File: src/hdl/upr_pkg.sv
package upr_pkg;

    // Sizing
    localparam int MAX_IN_WIDTH = 1024;
    localparam int MAX_SCALE    = 64;
    localparam int COL_W        = (MAX_IN_WIDTH > 1) ? $clog2(MAX_IN_WIDTH) : 1;
    localparam int CNT_W        = (MAX_SCALE > 1) ? $clog2(MAX_SCALE) : 1;
    localparam int SCALE_REG_W  = 7;
    localparam int WIDTH_REG_W  = 11;
    localparam int RGB_W        = 24;
    localparam int QUEUE_DEPTH  = 4;
    localparam int QPTR_W       = $clog2(QUEUE_DEPTH);
    localparam int QLVL_W       = $clog2(QUEUE_DEPTH + 1);
    localparam int PADDR_W      = 3;

    // Item kinds on the input channel
    localparam logic MODE_PIXEL = 1'b0;
    localparam logic MODE_TICK  = 1'b1;

    // Result status codes
    localparam logic ST_PIXEL  = 1'b0;
    localparam logic ST_REJECT = 1'b1;

    // Register indexes
    localparam logic REG_SCALE    = 1'b0;
    localparam logic REG_IN_WIDTH = 1'b1;

    typedef struct packed {
        logic [SCALE_REG_W-1:0] scale;
        logic [WIDTH_REG_W-1:0] in_width;
    } t_cfg;

    // One queued job for the output side
    typedef struct packed {
        logic             reject;
        logic             use_mem;
        logic [RGB_W-1:0] rgb;
        logic [CNT_W:0]   count;
        logic             term;
        logic [1:0]       pad;
    } t_cmd;

endpackage

File: src/hdl/upr_queue.sv
module upr_queue
    import upr_pkg::*;
(
    input  logic              i_clk,
    input  logic              i_rst_n,
    input  logic              i_push,
    input  t_cmd              i_cmd,
    input  logic              i_pop,
    output logic              o_valid,
    output t_cmd              o_cmd,
    output logic [QLVL_W-1:0] o_level
);

    t_cmd              r_mem [QUEUE_DEPTH];
    logic [QPTR_W-1:0] r_wr_ptr;
    logic [QPTR_W-1:0] r_rd_ptr;
    logic [QLVL_W-1:0] r_level;

    assign o_valid = (r_level != '0);
    assign o_cmd   = r_mem[r_rd_ptr];
    assign o_level = r_level;

    // Entry storage
    always_ff @(posedge i_clk) begin
        if (i_push) begin
            r_mem[r_wr_ptr] <= i_cmd;
        end
    end

    // Pointers and fill level
    always_ff @(posedge i_clk) begin
        if (!i_rst_n) begin
            r_wr_ptr <= '0;
            r_rd_ptr <= '0;
            r_level  <= '0;
        end else begin
            if (i_push) r_wr_ptr <= r_wr_ptr + QPTR_W'(1);
            if (i_pop)  r_rd_ptr <= r_rd_ptr + QPTR_W'(1);
            case ({i_push, i_pop})
                2'b10:   r_level <= r_level + QLVL_W'(1);
                2'b01:   r_level <= r_level - QLVL_W'(1);
                default: ;
            endcase
        end
    end

`ifndef SYNTHESIS
    a_no_push_full: assert property (@(posedge i_clk) disable iff (!i_rst_n)
        i_push |-> (32'(r_level) < QUEUE_DEPTH || i_pop))
        else $error("push into full queue");
    a_no_pop_empty: assert property (@(posedge i_clk) disable iff (!i_rst_n)
        i_pop |-> o_valid)
        else $error("pop from empty queue");
    a_level_bound: assert property (@(posedge i_clk) disable iff (!i_rst_n)
        32'(r_level) <= QUEUE_DEPTH)
        else $error("queue level beyond depth");
`endif

endmodule

File: config.mk
export PLATFORM = sky130hd
export DESIGN_NAME = upr_queue
export DESIGN_NICKNAME = d
export VERILOG_FILES = /design/src/hdl/upr_pkg.sv /design/src/hdl/upr_queue.sv
export SDC_FILE = /design/constraint.sdc
export NUM_CORES = 1
export LEC_CHECK = 0
export BUFFER_PORTS_ARGS = -buffer_cell sky130_fd_sc_hd__buf_2
export CAP_MARGIN = 10
export CELL_PAD_IN_SITES_DETAIL_PLACEMENT = 1
export CELL_PAD_IN_SITES_GLOBAL_PLACEMENT = 2
export CORE_MARGIN = 4
export CORE_UTILIZATION = 48
export CTS_CLUSTER_DIAMETER = 50
export DETAILED_ROUTE_END_ITERATION = 10
export HOLD_SLACK_MARGIN = 0.06
export PLACE_DENSITY_LB_ADDON = 0.1
export SLEW_MARGIN = 5
export SYNTH_ARGS = -nofsm -noshare
export SYNTH_HDL_FRONTEND = slang
export SYNTH_SLANG_ARGS = --single-unit
File: constraint.sdc
create_clock -name i_clk -period 4 [get_ports i_clk]
set_clock_uncertainty 0.2 [all_clocks]
set_input_delay 0.6 -clock i_clk [delete_from_list [all_inputs] [get_ports i_clk]]
set_output_delay 0.6 -clock i_clk [all_outputs]
set_load 0.01 [all_outputs]
==> impl_metrics.env <==
export IMPL_whs_ns=0.190
export IMPL_wl_per_cell_um=21.0
export IMPL_layout_nets=367
export IMPL_power_density_mw_per_mm2=546
export IMPL_yosysSeqAreaShare_pct=79.2
export IMPL_crit_family="flip-flops"
export IMPL_endpoint_kind="output pin"
export IMPL_yosys_warnings=0
export IMPL_avgViaCountPerCell=5.36
export IMPL_routed_wl_um=9980
export IMPL_clockRootBuffer="clkbuf_16"
export IMPL_final_antenna_net_count=0
export IMPL_cts_resized=0
export IMPL_synthCells=229
export IMPL_swShare_pct=21.2
export IMPL_start_util_pct=49.4
export IMPL_cap_violations=0
export IMPL_io_pins=80
export IMPL_grt_pass1_vias=2789
export IMPL_path_cells="buf_4 -> mux4_2 -> buf_2"
export IMPL_whs_path_depth=1
export IMPL_ys_types=20
export IMPL_drc=0
export IMPL_rows=39
export IMPL_criticalPathCategory="flop to output pin"
export IMPL_ctsHoldBuffers=0
export IMPL_combPwrFrac_pct=8.6
export IMPL_clkTransAtPathRegs_ns=0.06
export IMPL_place_gp_congestion=0.675
export IMPL_hold_path_class="primary input to flop"
export IMPL_finalHoldViolations=0
export IMPL_cts_max_level=4
export IMPL_post_dp_hpwl_um=5900
export IMPL_antenna_cells=0
export IMPL_irDropWorstVdd_mv=0.313
export IMPL_final_cell_count_no_fill=475
export IMPL_min_period_over_period_pct=75.4
export IMPL_p_int_w=0.00289
export IMPL_critPathRequiredTime_ns=3.20
export IMPL_fin_util_pct=58.4
export IMPL_first_pass_iters=4
export IMPL_cts_tree="done"
export IMPL_ctsLongestPathBuffers=2
export IMPL_p_leak_nw=2.33
export IMPL_initialDrtViolationCount=147
export IMPL_ff2ff_path_depth=3
export IMPL_final_layout_size_suffix_gt1_share_pct=43.1
export IMPL_path_max_fanout=18
export IMPL_finalSetupViolations=0
export IMPL_dieArea_mm2=0.0136
export IMPL_worst_ep_arrival_time_ns=2.21
export IMPL_cts_setup_buffers=0
export IMPL_die_h_um=117
export IMPL_r2r_start="r_wr_ptr[0]$_SDFFE_PN0P_"
export IMPL_min_from="i_cmd[28]"
export IMPL_cts_sinks=153
export IMPL_seqPwrFrac_pct=51.3
export IMPL_synth_area_per_cell_um2=24.8
export IMPL_vias=2548
export IMPL_port_buffers=79
export IMPL_synth_edff_count=144
export IMPL_max_freq_ghz=0.332
export IMPL_grt_pass1_wl_um=15300
export IMPL_core_area_mm2=0.0115
export IMPL_netlist_area_mm2=0.00568
export IMPL_syn_nets=275
export IMPL_worstMarginPinSlew_ns=1.03
export IMPL_cts_buffers=17
export IMPL_grt_ovfl_total=0
export IMPL_grt_max_degree=37
export IMPL_detailedPlace_worstSlack_ns=1.36
export IMPL_layout_setup_ws_ns=0.985
export IMPL_relSlewSlack_pct=31.4
export IMPL_setup_tns_ns=0
export IMPL_cpMaxStageDelayCell="dfxtp_2"
export IMPL_slew_viol_final=0
export IMPL_clock_latency_ns=0.42
export IMPL_async_flop_share_pct=0
export IMPL_critPathMaxStageDelay_ns=0.73
export IMPL_switchingPower_w=0.000779
export IMPL_pwr_share_clk_pct=40.1
export IMPL_reg2reg_slack_ns=2.00
export IMPL_antenna_found_initial=0
export IMPL_dpl_cell_count=445
export IMPL_crit_buf_inv=2
export IMPL_dieWidth_um=117
export IMPL_start_kind="flop"
export IMPL_outcome="finished clean"
export IMPL_grtUsageTotal_pct=15.8
export IMPL_min_to="r_mem[2][28]$_DFFE_PP_"
export IMPL_period_minus_slack_ns=3.01
export IMPL_area_growth_pct=18.4
export IMPL_synthFlopType="edfxtp_1"
export IMPL_ys_ff_latch=153
export IMPL_r2r_end="r_mem[0][16]$_DFFE_PP_"
export IMPL_rsz0062_at_grt="no"
-- worst max path at each step --
stage | slack [ns] | depth (start not counted) | endpoint | start
2_1_floorplan | 1.92 | 1 | r_mem[0][0]$_DFFE_PP_ | i_push
6_report | 0.99 | 3 | o_cmd[18] | flop
3_3_place_gp | 1.35 | 3 | o_cmd[1] | flop
3_5_place_dp | 1.36 | 3 | o_cmd[23] | flop
4_1_cts | 0.91 | 3 | o_cmd[23] | flop
5_1_grt | 0.82 | 3 | o_cmd[14] | flop
-- placed cells by master (no fill, tap or decap), types with 2 or more instances in the layout --
cell and instances:
and2_1 5, and2_2 4, buf_2 79, buf_4 2, bufinv_16 2, clkbuf_1 2, clkbuf_16 17, clkinv_1 2
clkinv_2 5, clkinvlp_4 2, dfxtp_1 7, dfxtp_2 2, edfxtp_1 144, ha_1 5, inv_1 3, mux2i_1 2
mux4_1 6, mux4_2 30, nor2b_1 2, or3_1 2, xnor2_1 3, xor2_1 2
-- worst reg2reg max path: cells and delay by family, from the launching register on --
kind / cells / cell delay [ns]
fa+ha+maj: 1 / 0.15
simple gates: 1 / 0.80
buf+inv: 1 / 0.10
flops: 1 / 0.35
-- cells by family after synthesis --
logic type      count (synthesis)  share of synthesized area (%)
mux                            38                           15.0
buf+inv                        11                           1.80
flops                         153                           79.2
fa+ha+maj                       6                           1.45
xor+xnor                        5                          0.771
compound gates                  2                          0.220
simple gates                   14                           1.50
-- state kept, by name, indices dropped and copies added, names as in the netlist, named ones only --
name,count
r_mem,144
o_level,3
r_rd_ptr,2
r_wr_ptr,2
-- area by class of cell --
class / instances / area (um^2)
fillers: 997 / 4790
flip-flops and latches: 153 / 4510
multi-input cells: 65 / 1080
clock buffers: 19 / 433
repair buffers: 81 / 410
well taps: 143 / 179
clock inverters: 11 / 108
inverters: 3 / 11.3
-- Yosys cell counts (2+ instances only) --
| library cell | count | area, um^2 |
|---|---|---|
| nor2b_1 | 2 | 12.5 |
| xnor2_1 | 3 | 26.3 |
| buf_12 | 3 | 60.1 |
| mux4_1 | 6 | 158 |
| edfxtp_1 | 144 | 4320 |
| mux4_2 | 30 | 676 |
| mux2i_1 | 2 | 20.0 |
| ha_1 | 5 | 62.6 |
| xor2_1 | 2 | 17.5 |
| and2_1 | 9 | 56.3 |
| buf_2 | 3 | 15.0 |
| or3_1 | 2 | 12.5 |
| inv_1 | 3 | 11.3 |
| dfxtp_1 | 9 | 180 |
-- power groups by stage --
stage | Clock (W) | Combinational, W | Sequential, W
2_1_floorplan | 0 | 0.000219 | 0.00189
3_3_place_gp | 0 | 0.000320 | 0.00192
3_5_place_dp | 0 | 0.000325 | 0.00192
4_1_cts | 0.00150 | 0.000327 | 0.00189
5_1_grt | 0.00158 | 0.000347 | 0.00189
6_report | 0.00147 | 0.000317 | 0.00188
-- stage by stage --
stage	total power (W)	area (um^2)
2_1_floorplan	0.00211	5680
3_3_place_gp	0.00224	6190
3_5_place_dp	0.00225	6190
4_1_cts	0.00371	6730
5_1_grt	0.00382	6730
6_report	0.00367	6730
-- metal layers --
layer	up-vias	global-route usage, %	part of all wire, %
met3	14	5.19	4.8
met5	-	0	0
met1	1322	20.7	44
met4	0	6.88	1.6
li1	1143	-	-
met2	69	24.5	50
Power figures use the tool's default switching activity.
