<file path="config.mk">
export PLATFORM = sky130hd
export DESIGN_NAME = upr_back_flat
export DESIGN_NICKNAME = d
export VERILOG_FILES = /design/src/hdl/upr_pkg.sv /design/src/hdl/upr_out_if.sv /design/src/hdl/upr_back.sv /design/src/flat_wrapper.sv
export SDC_FILE = /design/constraint.sdc
export NUM_CORES = 1
export LEC_CHECK = 0
export BUFFER_PORTS_ARGS = -buffer_cell sky130_fd_sc_hd__buf_2
export CORE_UTILIZATION = 25
export DETAILED_ROUTE_END_ITERATION = 16
export SYNTH_ARGS = -nofsm -noshare
export SYNTH_HDL_FRONTEND = slang
export SYNTH_SLANG_ARGS = --single-unit
</file>
<file path="constraint.sdc">
create_clock -name i_clk -period 2.8 [get_ports i_clk]
set_clock_uncertainty 0.2 [all_clocks]
set_input_delay 0.14 -clock i_clk [delete_from_list [all_inputs] [get_ports i_clk]]
set_output_delay 0.14 -clock i_clk [all_outputs]
set_load 0.02 [all_outputs]
</file>
<file path="src/hdl/upr_pkg.sv">
package upr_pkg;

    // Sizing
    localparam int MAX_IN_WIDTH = 1024;
    localparam int MAX_SCALE    = 64;
    localparam int COL_W        = (MAX_IN_WIDTH > 1) ? $clog2(MAX_IN_WIDTH) : 1;
    localparam int CNT_W        = (MAX_SCALE > 1) ? $clog2(MAX_SCALE) : 1;
    localparam int SCALE_REG_W  = 7;
    localparam int WIDTH_REG_W  = 11;
    localparam int RGB_W        = 24;
    localparam int QUEUE_DEPTH  = 4;
    localparam int QPTR_W       = $clog2(QUEUE_DEPTH);
    localparam int QLVL_W       = $clog2(QUEUE_DEPTH + 1);
    localparam int PADDR_W      = 3;

    // Item kinds on the input channel
    localparam logic MODE_PIXEL = 1'b0;
    localparam logic MODE_TICK  = 1'b1;

    // Result status codes
    localparam logic ST_PIXEL  = 1'b0;
    localparam logic ST_REJECT = 1'b1;

    // Register indexes
    localparam logic REG_SCALE    = 1'b0;
    localparam logic REG_IN_WIDTH = 1'b1;

    typedef struct packed {
        logic [SCALE_REG_W-1:0] scale;
        logic [WIDTH_REG_W-1:0] in_width;
    } t_cfg;

    // One queued job for the output side
    typedef struct packed {
        logic             reject;
        logic             use_mem;
        logic [RGB_W-1:0] rgb;
        logic [CNT_W:0]   count;
        logic             term;
        logic [1:0]       pad;
    } t_cmd;

endpackage

</file>
<file path="src/hdl/upr_out_if.sv">
interface upr_out_if;
    logic       valid;
    logic       ready;
    logic       status;
    logic [7:0] out_red;
    logic [7:0] out_green;
    logic [7:0] out_blue;
    logic [1:0] pad_bytes;
    logic       row_end;
    logic       last;

    modport source (output valid, status, out_red, out_green, out_blue, pad_bytes, row_end,
                    last, input ready);
    modport sink   (input valid, status, out_red, out_green, out_blue, pad_bytes, row_end,
                    last, output ready);
endinterface

</file>
<file path="src/hdl/upr_back.sv">
module upr_back
    import upr_pkg::*;
(
    input  logic     i_clk,
    input  logic     i_rst_n,
    input  logic     i_valid,
    input  t_cmd     i_cmd,
    output logic     o_pop,
    upr_out_if.source o_out
);

    logic             r_out_valid;
    logic             r_status;
    logic [RGB_W-1:0] r_rgb;
    logic [1:0]       r_pad;
    logic             r_row_end;
    logic             r_last;
    logic [CNT_W-1:0] r_copy;

    logic             w_load;
    logic             w_fin;

    // Emit one copy per cycle into the output register while it is empty or being taken
    assign w_load = i_valid && (!r_out_valid || o_out.ready);
    assign w_fin  = ((CNT_W+1)'(r_copy) + (CNT_W+1)'(1)) >= i_cmd.count;
    assign o_pop  = w_load && w_fin;

    always_ff @(posedge i_clk) begin
        if (!i_rst_n) begin
            r_out_valid <= 1'b0;
            r_copy      <= '0;
        end else begin
            if (w_load) begin
                r_out_valid <= 1'b1;
                r_copy      <= w_fin ? '0 : r_copy + CNT_W'(1);
            end else if (o_out.ready) begin
                r_out_valid <= 1'b0;
            end
        end
    end

    always_ff @(posedge i_clk) begin
        if (w_load) begin
            r_status  <= i_cmd.reject ? ST_REJECT : ST_PIXEL;
            r_rgb     <= i_cmd.rgb;
            r_pad     <= (w_fin && i_cmd.term) ? i_cmd.pad : 2'd0;
            r_row_end <= w_fin && i_cmd.term;
            r_last    <= w_fin;
        end
    end

    assign o_out.valid     = r_out_valid;
    assign o_out.status    = r_status;
    assign o_out.out_red   = r_rgb[23:16];
    assign o_out.out_green = r_rgb[15:8];
    assign o_out.out_blue  = r_rgb[7:0];
    assign o_out.pad_bytes = r_pad;
    assign o_out.row_end   = r_row_end;
    assign o_out.last      = r_last;

`ifndef SYNTHESIS
    a_reject_shape: assert property (@(posedge i_clk) disable iff (!i_rst_n)
        (r_out_valid && r_status == ST_REJECT) |-> (r_last && !r_row_end && r_pad == 2'd0))
        else $error("reject beat malformed");
    a_pad_at_end: assert property (@(posedge i_clk) disable iff (!i_rst_n)
        (r_out_valid && r_pad != 2'd0) |-> (r_row_end && r_last))
        else $error("padding away from row end");
    a_copy_reset: assert property (@(posedge i_clk) disable iff (!i_rst_n)
        o_pop |=> (r_copy == '0))
        else $error("copy counter not cleared after job");
`endif

endmodule

</file>
<file path="src/flat_wrapper.sv">
// flat-port wrapper written by rule: the top's interface ports become plain ports
module upr_back_flat import upr_pkg::*;
  (i_clk, i_rst_n, i_valid, i_cmd, o_pop, o_out_valid, o_out_status, o_out_out_red, o_out_out_green, o_out_out_blue, o_out_pad_bytes, o_out_row_end, o_out_last, o_out_ready);
  upr_out_if o_out_i ();
  input  logic i_clk;
  input  logic i_rst_n;
  input  logic i_valid;
  input  t_cmd i_cmd;
  output logic o_pop;
  output wire logic [$bits(o_out_i.valid)-1:0] o_out_valid;
  output wire logic [$bits(o_out_i.status)-1:0] o_out_status;
  output wire logic [$bits(o_out_i.out_red)-1:0] o_out_out_red;
  output wire logic [$bits(o_out_i.out_green)-1:0] o_out_out_green;
  output wire logic [$bits(o_out_i.out_blue)-1:0] o_out_out_blue;
  output wire logic [$bits(o_out_i.pad_bytes)-1:0] o_out_pad_bytes;
  output wire logic [$bits(o_out_i.row_end)-1:0] o_out_row_end;
  output wire logic [$bits(o_out_i.last)-1:0] o_out_last;
  input wire logic [$bits(o_out_i.ready)-1:0] o_out_ready;
  assign o_out_valid = o_out_i.valid;
  assign o_out_status = o_out_i.status;
  assign o_out_out_red = o_out_i.out_red;
  assign o_out_out_green = o_out_i.out_green;
  assign o_out_out_blue = o_out_i.out_blue;
  assign o_out_pad_bytes = o_out_i.pad_bytes;
  assign o_out_row_end = o_out_i.row_end;
  assign o_out_last = o_out_i.last;
  assign o_out_i.ready = o_out_ready;
  upr_back u_core (.i_clk(i_clk), .i_rst_n(i_rst_n), .i_valid(i_valid), .i_cmd(i_cmd), .o_pop(o_pop), .o_out(o_out_i));
endmodule
</file>
==> results.json <==
{
  "hpwl_microns": 2110,
  "p_leak_nw": 1.046,
  "drc": 0,
  "fp.dieW_microns": 78.13,
  "hold_class": "in -> reg",
  "whs_ps": 228.1,
  "rr_worst_depth": 10,
  "r2r_setup_slack_ps": 310,
  "dieArea_sq_um": 6104,
  "period_share_pct": 92.66,
  "synthToLayoutAreaGrowth_pct": 59.15,
  "routedWlPerCell_microns": 11.23,
  "start_util_pct": 26.15,
  "cts-htree-levels": 2,
  "grt_overflow": 0,
  "seq_area_frac_synth_pct": 69.78,
  "grt_max_degree": 23,
  "vdd_drop_max_mv": 0.2093,
  "wl_microns": 3157,
  "synth_area_leaders": "edfxtp_1 60%, dfxtp_1 9.7%, ha_1 6.9%",
  "root_buffer": "clkbuf_8",
  "worst_pin_slew_ps": 463.6,
  "path_max_fanout": 7,
  "vias": 1138,
  "synth.distinct_cells": 26,
  "ys_warn_count": 0,
  "gp_congestion": 0.7490,
  "core-area_sq_um": 5540,
  "slew_violations": 0,
  "reg2reg_from": "u_core.r_copy[2]",
  "hold-path-cell-count": 5,
  "syn_avg_cell_area_sq_um": 14.49,
  "netlist_instances": 100,
  "final_nets": 256,
  "grt_pass1_wl_microns": 4981,
  "drt-vias-per-instance": 4.050,
  "worstHoldStart": "o_out_ready",
  "netlist.area_leader.share_pct": 60.10,
  "pre_cts_ws_ps": 317.0,
  "worst_hold_path.endpoint": "u_core.r_copy[0]",
  "r2r_end": "u_core.r_copy[0]",
  "clk_latency_ps": 280,
  "outcome": "finished clean",
  "chipHeight_microns": 78.13,
  "ioPinCount": 71,
  "start_kind": "register",
  "setup_viol": 0,
  "crit_start": "u_core.r_copy[2]",
  "fmax_mhz": 385.5,
  "cp-end-kind": "output port",
  "drt_iter0_drc": 26,
  "yosysTopAreaCell": "edfxtp_1",
  "post_cts_buffers": 0,
  "antenna_found_initial": 0,
  "synth-seq-cells": 36,
  "worstSetupPathType": "reg -> out",
  "n_fill_cell": 528,
  "layout_min_cycle_time_ps": 2594,
  "grt_setup_unrepaired": "false",
  "finalPower_mw": 1.135,
  "num_rows": 27,
  "firstDrtPassIters": 3,
  "cts_sinks": 36,
  "antennaDiodeCount": 0,
  "drive_gt1_share_pct": 41.15,
  "track_usage_pct": 10.88,
  "first_global_vias": 1116,
  "crit_arrival_ps": 2250,
  "ant_nets": 0,
  "syn-cell-area_sq_um": 1449,
  "syn_nets": 148,
  "port_buffers": 69,
  "power_density_nw_per_um2": 492.1,
  "hold_viol": 0,
  "cts.path.max_buffers": 2,
  "maxCapViolations": 0,
  "clk_pin_slew_ps": 70,
  "finalSetupTns_ps": 0,
  "cts_buffers": 5,
  "setup_slack_ps": 205.6,
  "slew_headroom_pct": 69.06,
  "cts_tree": "done",
  "cp_data_required_time_ps": 2460
}
[logic make-up after synthesis]
logic type | share of synthesized area [%]
xor gates and xnor gates | 2.418
DFF | 69.78
AOI/OAI and AO/OA | 6.908
buffers and inverters | 2.505
and+or+nand+nor | 11.49
adders and majority gates | 6.909
[metal layers]
layer / share of wire (%) / GRT usage, %
met1: 43 / 11.64
met2: 46 / 18.95
met3: 9.0 / 4.419
met4: 1.7 / 4.444
met5: 0 / 0
[cell usage in the layout, fill, tap and decap left out, types with 3 or more instances in the layout]
cell,n
buf_2,69
dlygate4sd3_1,31
edfxtp_1,29
inv_1,8
nand2_1,7
ha_1,7
nand3_1,6
dfxtp_1,6
a21boi_0,5
clkbuf_8,5
and3_1,4
o21ai_0,3
[cells in the mapped netlist (all sizes together)]
library cell / instances
dfxtp: 7
and4b: 1
and3: 6
ha: 8
nand2b: 2
nor2b: 1
and2: 1
a21oi: 1
o21ai: 3
xor2: 2
or3: 1
nand2: 7
nand4: 2
nor2: 2
nor3b: 1
o21a: 1
a21boi: 6
a31oi: 1
xnor2: 2
a21o: 1
nand3: 6
edfxtp: 29
inv: 9
[flip-flops by register name, indices dropped and copies added (netlist names)]
| name | cells |
|---|---|
| u_core.o_out.pad_bytes | 2 |
| u_core.r_copy | 6 |
| u_core.o_out.row_end | 1 |
| u_core.o_out.last | 1 |
| u_core.o_out.status | 1 |
| u_core.r_rgb | 24 |
| u_core.o_out.valid | 1 |
[power by group]
| part | total, mW | switching, mW | internal [mW] |
|---|---|---|---|
| Combinational | 0.163 | 0.0822 | 0.0807 |
| Clock | 0.353 | 0.180 | 0.173 |
| Sequential | 0.619 | 0.00934 | 0.610 |
[worst max-delay path by stage]
| stage | depth (start not counted) | end | slack [ps] |
|---|---|---|---|
| after floorplan | 10 | u_core.r_copy[0] | 540 |
| after global placement | 10 | u_core.r_copy[0] | 350 |
| after detailed placement | 10 | u_core.r_copy[0] | 320 |
| after CTS | 9 | o_pop | 180 |
| after global routing | 9 | o_pop | 5 |
| final | 9 | o_pop | 210 |
[stage by stage]
| step | instances | area, sq um | utilization (%) |
|---|---|---|---|
| after CTS | 281 | 2302 | 41.55 |
| final | 281 | 2306 | 41.62 |
| after global routing | 281 | 2306 | 41.62 |
| after global placement | 242 | 1904 | 34.37 |
| after detailed placement | 242 | 1904 | 34.37 |
| after floorplan | 100 | 1449 | - |
[worst max-delay path: stages, from the launching register on]
cell and delay (ps):
dfxtp_1 440, and3_1 200, and3_1 210, xor2_1 170
ha_1 280, nand4_1 100, and3_1 180, o21a_4 190
nor2_1 50, buf_2 160
[cell type report]
cell class | count | area (sq um) | share of cell area [%]
sequential | 36 | 1012 | 43.90
timing repair buffer | 101 | 675.6 | 29.30
multi-input combinational | 55 | 404.1 | 17.53
tap | 72 | 90.09 | 3.907
clock buffer | 5 | 68.82 | 2.984
inverter | 9 | 36.28 | 1.574
clock inverter | 3 | 18.77 | 0.8139
[what timing repair did]
item	in CTS	in global routing
endpoints found under the setup margin	0	1
hold endpoints to repair	35	0
gates resized for setup	0	2
hold buffers	31	0
Note: power is estimated with default switching activity, not from simulation.
