==> config.mk <==
export PLATFORM = sky130hd
export DESIGN_NAME = upr_cfg
export DESIGN_NICKNAME = d
export VERILOG_FILES = /design/src/hdl/upr_pkg.sv /design/src/hdl/upr_cfg.sv
export SDC_FILE = /design/constraint.sdc
export NUM_CORES = 1
export LEC_CHECK = 0
export BUFFER_PORTS_ARGS = -buffer_cell sky130_fd_sc_hd__buf_2
export CELL_PAD_IN_SITES_DETAIL_PLACEMENT = 0
export CELL_PAD_IN_SITES_GLOBAL_PLACEMENT = 2
export CORE_MARGIN = 2
export CORE_UTILIZATION = 19
export CTS_CLUSTER_DIAMETER = 200
export DETAILED_ROUTE_END_ITERATION = 8
export GPL_TIMING_DRIVEN = 0
export PLACE_DENSITY = 0.8
export SLEW_MARGIN = 20
export SYNTH_ARGS = -nofsm -noshare
export SYNTH_HDL_FRONTEND = slang
export SYNTH_SLANG_ARGS = --single-unit
export TNS_END_PERCENT = 5
==> constraint.sdc <==
create_clock -name i_clk -period 1.28 [get_ports i_clk]
set_clock_uncertainty 0.1 [all_clocks]
set_input_delay 0.064 -clock i_clk [delete_from_list [all_inputs] [get_ports i_clk]]
set_output_delay 0.064 -clock i_clk [all_outputs]
set_load 0.01 [all_outputs]
==> src/hdl/upr_pkg.sv <==
package upr_pkg;

    // Sizing
    localparam int MAX_IN_WIDTH = 1024;
    localparam int MAX_SCALE    = 64;
    localparam int COL_W        = (MAX_IN_WIDTH > 1) ? $clog2(MAX_IN_WIDTH) : 1;
    localparam int CNT_W        = (MAX_SCALE > 1) ? $clog2(MAX_SCALE) : 1;
    localparam int SCALE_REG_W  = 7;
    localparam int WIDTH_REG_W  = 11;
    localparam int RGB_W        = 24;
    localparam int QUEUE_DEPTH  = 4;
    localparam int QPTR_W       = $clog2(QUEUE_DEPTH);
    localparam int QLVL_W       = $clog2(QUEUE_DEPTH + 1);
    localparam int PADDR_W      = 3;

    // Item kinds on the input channel
    localparam logic MODE_PIXEL = 1'b0;
    localparam logic MODE_TICK  = 1'b1;

    // Result status codes
    localparam logic ST_PIXEL  = 1'b0;
    localparam logic ST_REJECT = 1'b1;

    // Register indexes
    localparam logic REG_SCALE    = 1'b0;
    localparam logic REG_IN_WIDTH = 1'b1;

    typedef struct packed {
        logic [SCALE_REG_W-1:0] scale;
        logic [WIDTH_REG_W-1:0] in_width;
    } t_cfg;

    // One queued job for the output side
    typedef struct packed {
        logic             reject;
        logic             use_mem;
        logic [RGB_W-1:0] rgb;
        logic [CNT_W:0]   count;
        logic             term;
        logic [1:0]       pad;
    } t_cmd;

endpackage

==> src/hdl/upr_cfg.sv <==
module upr_cfg
    import upr_pkg::*;
(
    input  logic               i_clk,
    input  logic               i_rst_n,
    input  logic               psel,
    input  logic               penable,
    input  logic               pwrite,
    input  logic [PADDR_W-1:0] paddr,
    input  logic [31:0]        pwdata,
    output logic [31:0]        prdata,
    output logic               pready,
    output t_cfg               o_cfg
);

    t_cfg r_cfg;
    logic w_wr;

    assign w_wr   = psel && penable && pwrite;
    assign pready = 1'b1;
    assign o_cfg  = r_cfg;

    // Register writes on the access phase
    always_ff @(posedge i_clk) begin
        if (!i_rst_n) begin
            r_cfg.scale    <= SCALE_REG_W'(1);
            r_cfg.in_width <= WIDTH_REG_W'(1);
        end else if (w_wr) begin
            unique case (paddr[2])
                REG_SCALE:    r_cfg.scale    <= pwdata[SCALE_REG_W-1:0];
                REG_IN_WIDTH: r_cfg.in_width <= pwdata[WIDTH_REG_W-1:0];
                default:      ;
            endcase
        end
    end

    // Readback
    always_comb begin
        unique case (paddr[2])
            REG_SCALE:    prdata = 32'(r_cfg.scale);
            REG_IN_WIDTH: prdata = 32'(r_cfg.in_width);
            default:      prdata = '0;
        endcase
    end

endmodule

==> summary.md, run 1 <==
| Metric | Value |
|---|---|
| Hold Path Depth | 3 |
| CTS Root Cell | clkbuf_8 |
| # DRC | 0 |
| I/O pin cnt | roughly 90 |
| Hold WS | 91.7 ps |
| Reg2reg setup slack | 570 ps |
| Clock Sinks | 18 |
| Std-Cell Rows | 26 |
| Post-Syn Instances | 108 |
| VDD IR max | around 0.00039 V |
| Post-DP HPWL | between 1.5 and 2 mm |
| Port-buffer cells | between 40 and 50 |
| Largest net degree at the start of global routing | 11 |
| Hold EP | o_cfg[16] |
| WP data arrival | a little under 1000 ps |
| Drt first pass iters | 4 |
| Clk_lat worst skew | about 250 ps |
| First-pass GRT wire length | 4.11 mm |
| Crit-path slowest cell | dfxtp_1 |
| Synthesized area per cell | roughly 9.2 µm² |
| Setup TNS | 0 ps |
| RSZ-0062 raised after global routing | no |
| Nets | between 200 and 250 |
| Most common cell after layout, fill and taps aside | buf_2 |
| Reg clk slew, reported paths | ~70 ps |
| Most frequent cells in the layout | buf_2, nand2_1, buf_4, conb_1 |
| Filler cells | around 560 |
| Die area | 0.00584 mm² |
| Reg2reg start | o_cfg[0] |
| Htree depth | 1 |
| Routed Antenna Nets | 0 |
| Outcome | finished, final reports clean |
| CTS Buffer Depth | 2 |
| Endpoint class of the critical path | output pin |
| R2R depth | 2 |
| Core Util, Final | 0.304 |
| Slew Limit Fails | 0 |
| Max Cap Viol | 0 |
| Via density | approximately 3.4 |
| GPL Wtd Cong | between 0.6 and 0.7 |
| Global route overflow | 0 |
| PwrDens | 827 mW/mm² |
| Initial antenna violation count | 0 |
| Seq/Total Area, Yosys | 0.361 |
| CP max stage delay | roughly 330 ps |
| Die width | between 70 and 80 µm |
| Core area | between 0.005 and 0.006 mm² |
| Yosys reg bits | 18 |
| CP cell instances | mux2_2 -> buf_2 |
| Synth cell types | 13 |
| Area grow syn2layout | 55.0% |
| Die H | 76.4 µm |
| Fraction of layout cells with a size suffix above 1 | 0.444 |
| Setup violations, final | 0 |
| Hold path start | i_rst_n |
| Initial Util | 0.196 |
| Total power | between 1 and 1.5 mW |
| Worst min path class | in -> reg |
| Worst Setup Start Kind | register |
| Worst EP required | approximately 1100 ps |
| Antenna fix cells | 0 |
| CTS tree | yes |
| LEAKAGE | between 0.8 and 0.9 nW |
| GRT Total Usage | 0.0886 |
| Crit path max fanout | 3 |
| Final hold vios | 0 |
| Number of clock buffers inserted by TritonCTS | 3 |
| Reg-to-Reg End | o_cfg[0] |
| Fmax | between 0.8 and 0.9 GHz |
| Via count | just under 900 |
| CP Class | reg -> out |
| Drt initial violations | 15 |
| Avg WL per Cell | between 9 and 10 µm |
| Final period util | 0.898 |
| Tmin final | between 1000 and 1500 ps |
| Number of flip-flops in the largest register | 18 |
| Post-Place Worst Slack | around 140 ps |
| Vias in the first global route | between 800 and 900 |
| Mapped cell area | ~1000 µm² |
| Synth Warn # | 0 |
| Wirelength, routed | approximately 2.5 mm |
| Worst setup margin | around 130 ps |
-- cell usage after synthesis --
master / count / area share
clkbuf_1: 1 / 0.0038
and2_1: 4 / 0.025
mux2i_1: 18 / 0.18
nand4b_1: 1 / 0.0088
mux2_2: 7 / 0.079
dfxtp_1: 18 / 0.36
and4_4: 1 / 0.011
nand2_1: 26 / 0.098
buf_4: 24 / 0.18
conb_1: 2 / 0.0075
buf_2: 2 / 0.010
buf_8: 1 / 0.015
nor2b_1: 3 / 0.019
-- critical path, delay by kind of cell (launching register included) --
family   cells  cell delay [ps]
buf+inv      1              140
flops        1              330
mux          1              270
-- where the power goes --
part	total, mW	internal [mW]	switching, mW
registers	0.581	0.572	0.00827
clock network	0.461	0.273	0.188
logic	0.236	0.127	0.110
-- kinds of logic after synthesis --
family | share of synthesized area
flip-flops | 0.361
AND/OR/NAND/NOR | 0.162
multiplexers | 0.260
other | 0.00753
buffers and inverters | 0.210
-- worst max-delay path by stage --
| stage | from | to | slack (ps) |
|---|---|---|---|
| 5_1_grt | o_cfg[0] | prdata[0] | 90 |
| 2_1_floorplan | o_cfg[0] | prdata[0] | 500 |
| 3_5_place_dp | paddr[2] | prdata[6] | 140 |
| 3_3_place_gp | paddr[2] | prdata[6] | 150 |
| 6_report | o_cfg[6] | prdata[6] | 130 |
| 4_1_cts | o_cfg[6] | prdata[6] | 110 |
-- metrics by stage --
step           instances  instance area, µm²
5_1_grt              257                1550
3_5_place_dp         242                1380
2_1_floorplan        128                1070
4_1_cts              257                1550
6_report             257                1550
3_3_place_gp         242                1380
-- area by class of cell --
class | instances | area [µm²] | area share
tap | 70 | 87.6 | 0.0567
multi-input combinational | 82 | 503 | 0.326
sequential | 18 | 360 | 0.233
buffer | 28 | 209 | 0.135
timing repair buffer | 55 | 330 | 0.214
clock buffer | 4 | 55.1 | 0.0356
-- per-layer routing --
| metal | routed length, µm | vias up | global-route usage |
|---|---|---|---|
| met2 | 1160 | 36 | 0.145 |
| li1 | - | 464 | - |
| met4 | 10 | 0 | 0.0273 |
| met5 | 0 | - | 0 |
| met3 | 168 | 2 | 0.0225 |
| met1 | 1190 | 384 | 0.114 |
-- timing repair --
action                                 in CTS  in global routing
hold buffers                               11                  0
endpoints found under the hold margin      18                  0
resized for setup                           0                  0
setup buffers                               0                  0
Power figures use the tool's default switching activity.
==> run 2, diff against run 1 <==
- PLACE_DENSITY: 0.8 -> 0.81
- SLEW_MARGIN: 20 -> 25
==> run 2 against run 1 <==
Effect of this change:
- critical path depth unchanged
- design area decreased by 0.89%
- combinational power hardly changed
- sequential share of layout area rose by 0.21 points
- critical endpoint is now prdata[5]
- largest cell class unchanged
==> summary.md, run 2 (synthesis gave the netlist of run 1 again) <==
| Metric | Value |
|---|---|
| Outcome | finished, final reports clean |
| Vias in the first global route | 882 (+4.4%) |
| Dpl cells | 242 (unchanged) |
| Setup violations, final | 0 (unchanged) |
| Reg2reg setup slack | 550 ps (-20 ps) |
| GPL Wtd Cong | 0.664 (+5.9%) |
| First-pass GRT wire length | 4.09 mm (-0.51%) |
| GRT met2 Usage | 0.162 (+0.0168) |
| Reg2reg start | o_cfg[16] |
| Worst Setup Start Kind | register |
| Largest net degree at the start of global routing | 11 (unchanged) |
| Nets | 228 (unchanged) |
| Wirelength, routed | 2.63 mm (+3.9%) |
| GRT Total Usage | 0.0913 (+0.00265) |
| Hold Path Depth | 3 (unchanged) |
| WP data arrival | 980 ps (about the same) |
| Die H | 76.4 µm (unchanged) |
| Hold EP | o_cfg[13] |
| Setup TNS | 0 ps (unchanged) |
| CP Class | reg -> out |
| Port-buffer cells | 44 (unchanged) |
| CTS Root Cell | clkbuf_8 |
| Layer carrying the most global-route usage | met2 |
| Initial antenna violation count | 0 (unchanged) |
| Worst EP required | 1120 ps (about the same) |
| Core area | 0.00507 mm² (unchanged) |
| Final period util | 0.894 (-0.00482) |
| PostCTS Resize Cnt | 0 (unchanged) |
| Antenna fix cells | 0 (unchanged) |
| Drt initial violations | 8 (-7) |
| Number of flip-flops in the largest register | 18 (unchanged) |
| Clock Sinks | 18 (unchanged) |
| Core Util, Final | 0.302 (-0.00271) |
| # DRC | 0 (unchanged) |
| Least-Margin Pin Slew | between 500 and 600 ps |
| Reg clk slew, reported paths | 70 ps (about the same) |
| R2R depth | 2 (unchanged) |
| Most common cell after layout, fill and taps aside | buf_2 |
| Met3 Use GR | 0.0237 (+0.00118) |
| Fraction of layout cells with a size suffix above 1 | 0.441 (-0.00299) |
| Reg-to-Reg End | o_cfg[16] |
| PwrDens | 794 mW/mm² (-4.0%) |
| Endpoint class of the critical path | output pin |
| Grt met1 use | 0.103 (-0.0112) |
| Hold path start | i_rst_n |
| Via count | 885 (-0.11%) |
| Max Cap Viol | 0 (unchanged) |
| Worst min path class | in -> reg |
| Final cell count without fillers | 256 (-0.39%) |
| Hold WS | 100 ps (+8.50 ps) |
| Slew HR | 0.662 |
| Global route overflow | 0 (unchanged) |
| CTS Buffer Depth | 2 (unchanged) |
| LEAKAGE | 0.821 nW (-0.87%) |
| Avg WL per Cell | 10.3 µm (+4.3%) |
| Post-DP HPWL | 1.86 mm (-0.32%) |
| Area grow syn2layout | 53.6% |
| Number of clock buffers inserted by TritonCTS | 3 (unchanged) |
| Die width | 76.4 µm (unchanged) |
| Die area | 0.00584 mm² (unchanged) |
| RSZ-0062 raised after global routing | no |
| Clk_lat worst skew | 250 ps (about the same) |
| Routed Antenna Nets | 0 (unchanged) |
| Std-Cell Rows | 26 (unchanged) |
| VDD IR max | 0.000268 V (-32%) |
| Drt first pass iters | 2 (-2) |
| Final hold vios | 0 (unchanged) |
| I/O pin cnt | 91 (unchanged) |
| Via density | 3.46 (+0.28%) |
| Tmin final | 1140 ps (-6.17 ps) |
| Htree depth | 1 (unchanged) |
| Initial Util | 0.196 (unchanged) |
| Most frequent cells in the layout | buf_2, nand2_1, buf_4, conb_1 |
| Crit path max fanout | 3 (unchanged) |
| CTS tree | yes |
| Fmax | 0.874 GHz (+0.54%) |
| Slew Limit Fails | 0 (unchanged) |
## run 2: cell types whose count changed in the layout (fill, tap and decap cells not counted)
cell and delta:
clkbuf_8 -1
## run 2: area by class of cell
type,instances,area (µm²)
Fill cell,574,3540
Tap cell,70,87.6
Sequential cell,18,360
Multi-Input combinational cell,82,503
Clock buffer,3,41.3
Buffer,28,209
Timing Repair Buffer,55,330
## run 2: how the worst max path moves through the flow
stage / start / to / depth (start not counted)
after global placement: paddr[2] / prdata[3] / 4
after global routing: o_cfg[4] / prdata[4] / 2
after detailed placement: paddr[2] / prdata[3] / 4
after CTS: o_cfg[16] / prdata[5] / 2
final: o_cfg[16] / prdata[5] / 2
after floorplan: o_cfg[0] / prdata[0] / 1
## run 2: worst max-delay path, stage by stage (launching register included)
cell	delay, ps
dfxtp_1	340
mux2_2	260
buf_2	140
## run 2: per-layer routing
| metal | wire, µm | up-vias |
|---|---|---|
| li1 | - | 463 |
| met1 | 1160 | 380 |
| met2 | 1280 | 38 |
| met3 | 160 | 4 |
| met4 | 27 | 0 |
| met5 | 0 | - |
## run 2: where the power goes
group	switching, mW	leakage, nW	total, mW	internal [mW]
Combinational	0.111	0.653	0.237	0.127
Sequential	0.00850	0.146	0.581	0.572
Clock	0.188	0.0216	0.397	0.209
## run 2: metrics by stage
step	area, µm²	power (mW)	setup WS, ps
2_1_floorplan	1070	0.742	498
3_3_place_gp	1380	0.804	158
3_5_place_dp	1380	0.806	157
4_1_cts	1530	1.24	125
5_1_grt	1530	1.28	96.5
6_report	1530	1.22	136
## run 2: what timing repair did
| action | CTS | global route |
|---|---|---|
| buffers inserted | 0 | 0 |
| hold buffers | 11 | 0 |
| endpoints found under the setup margin | 0 | 0 |
| endpoints found under the hold margin | 18 | 0 |
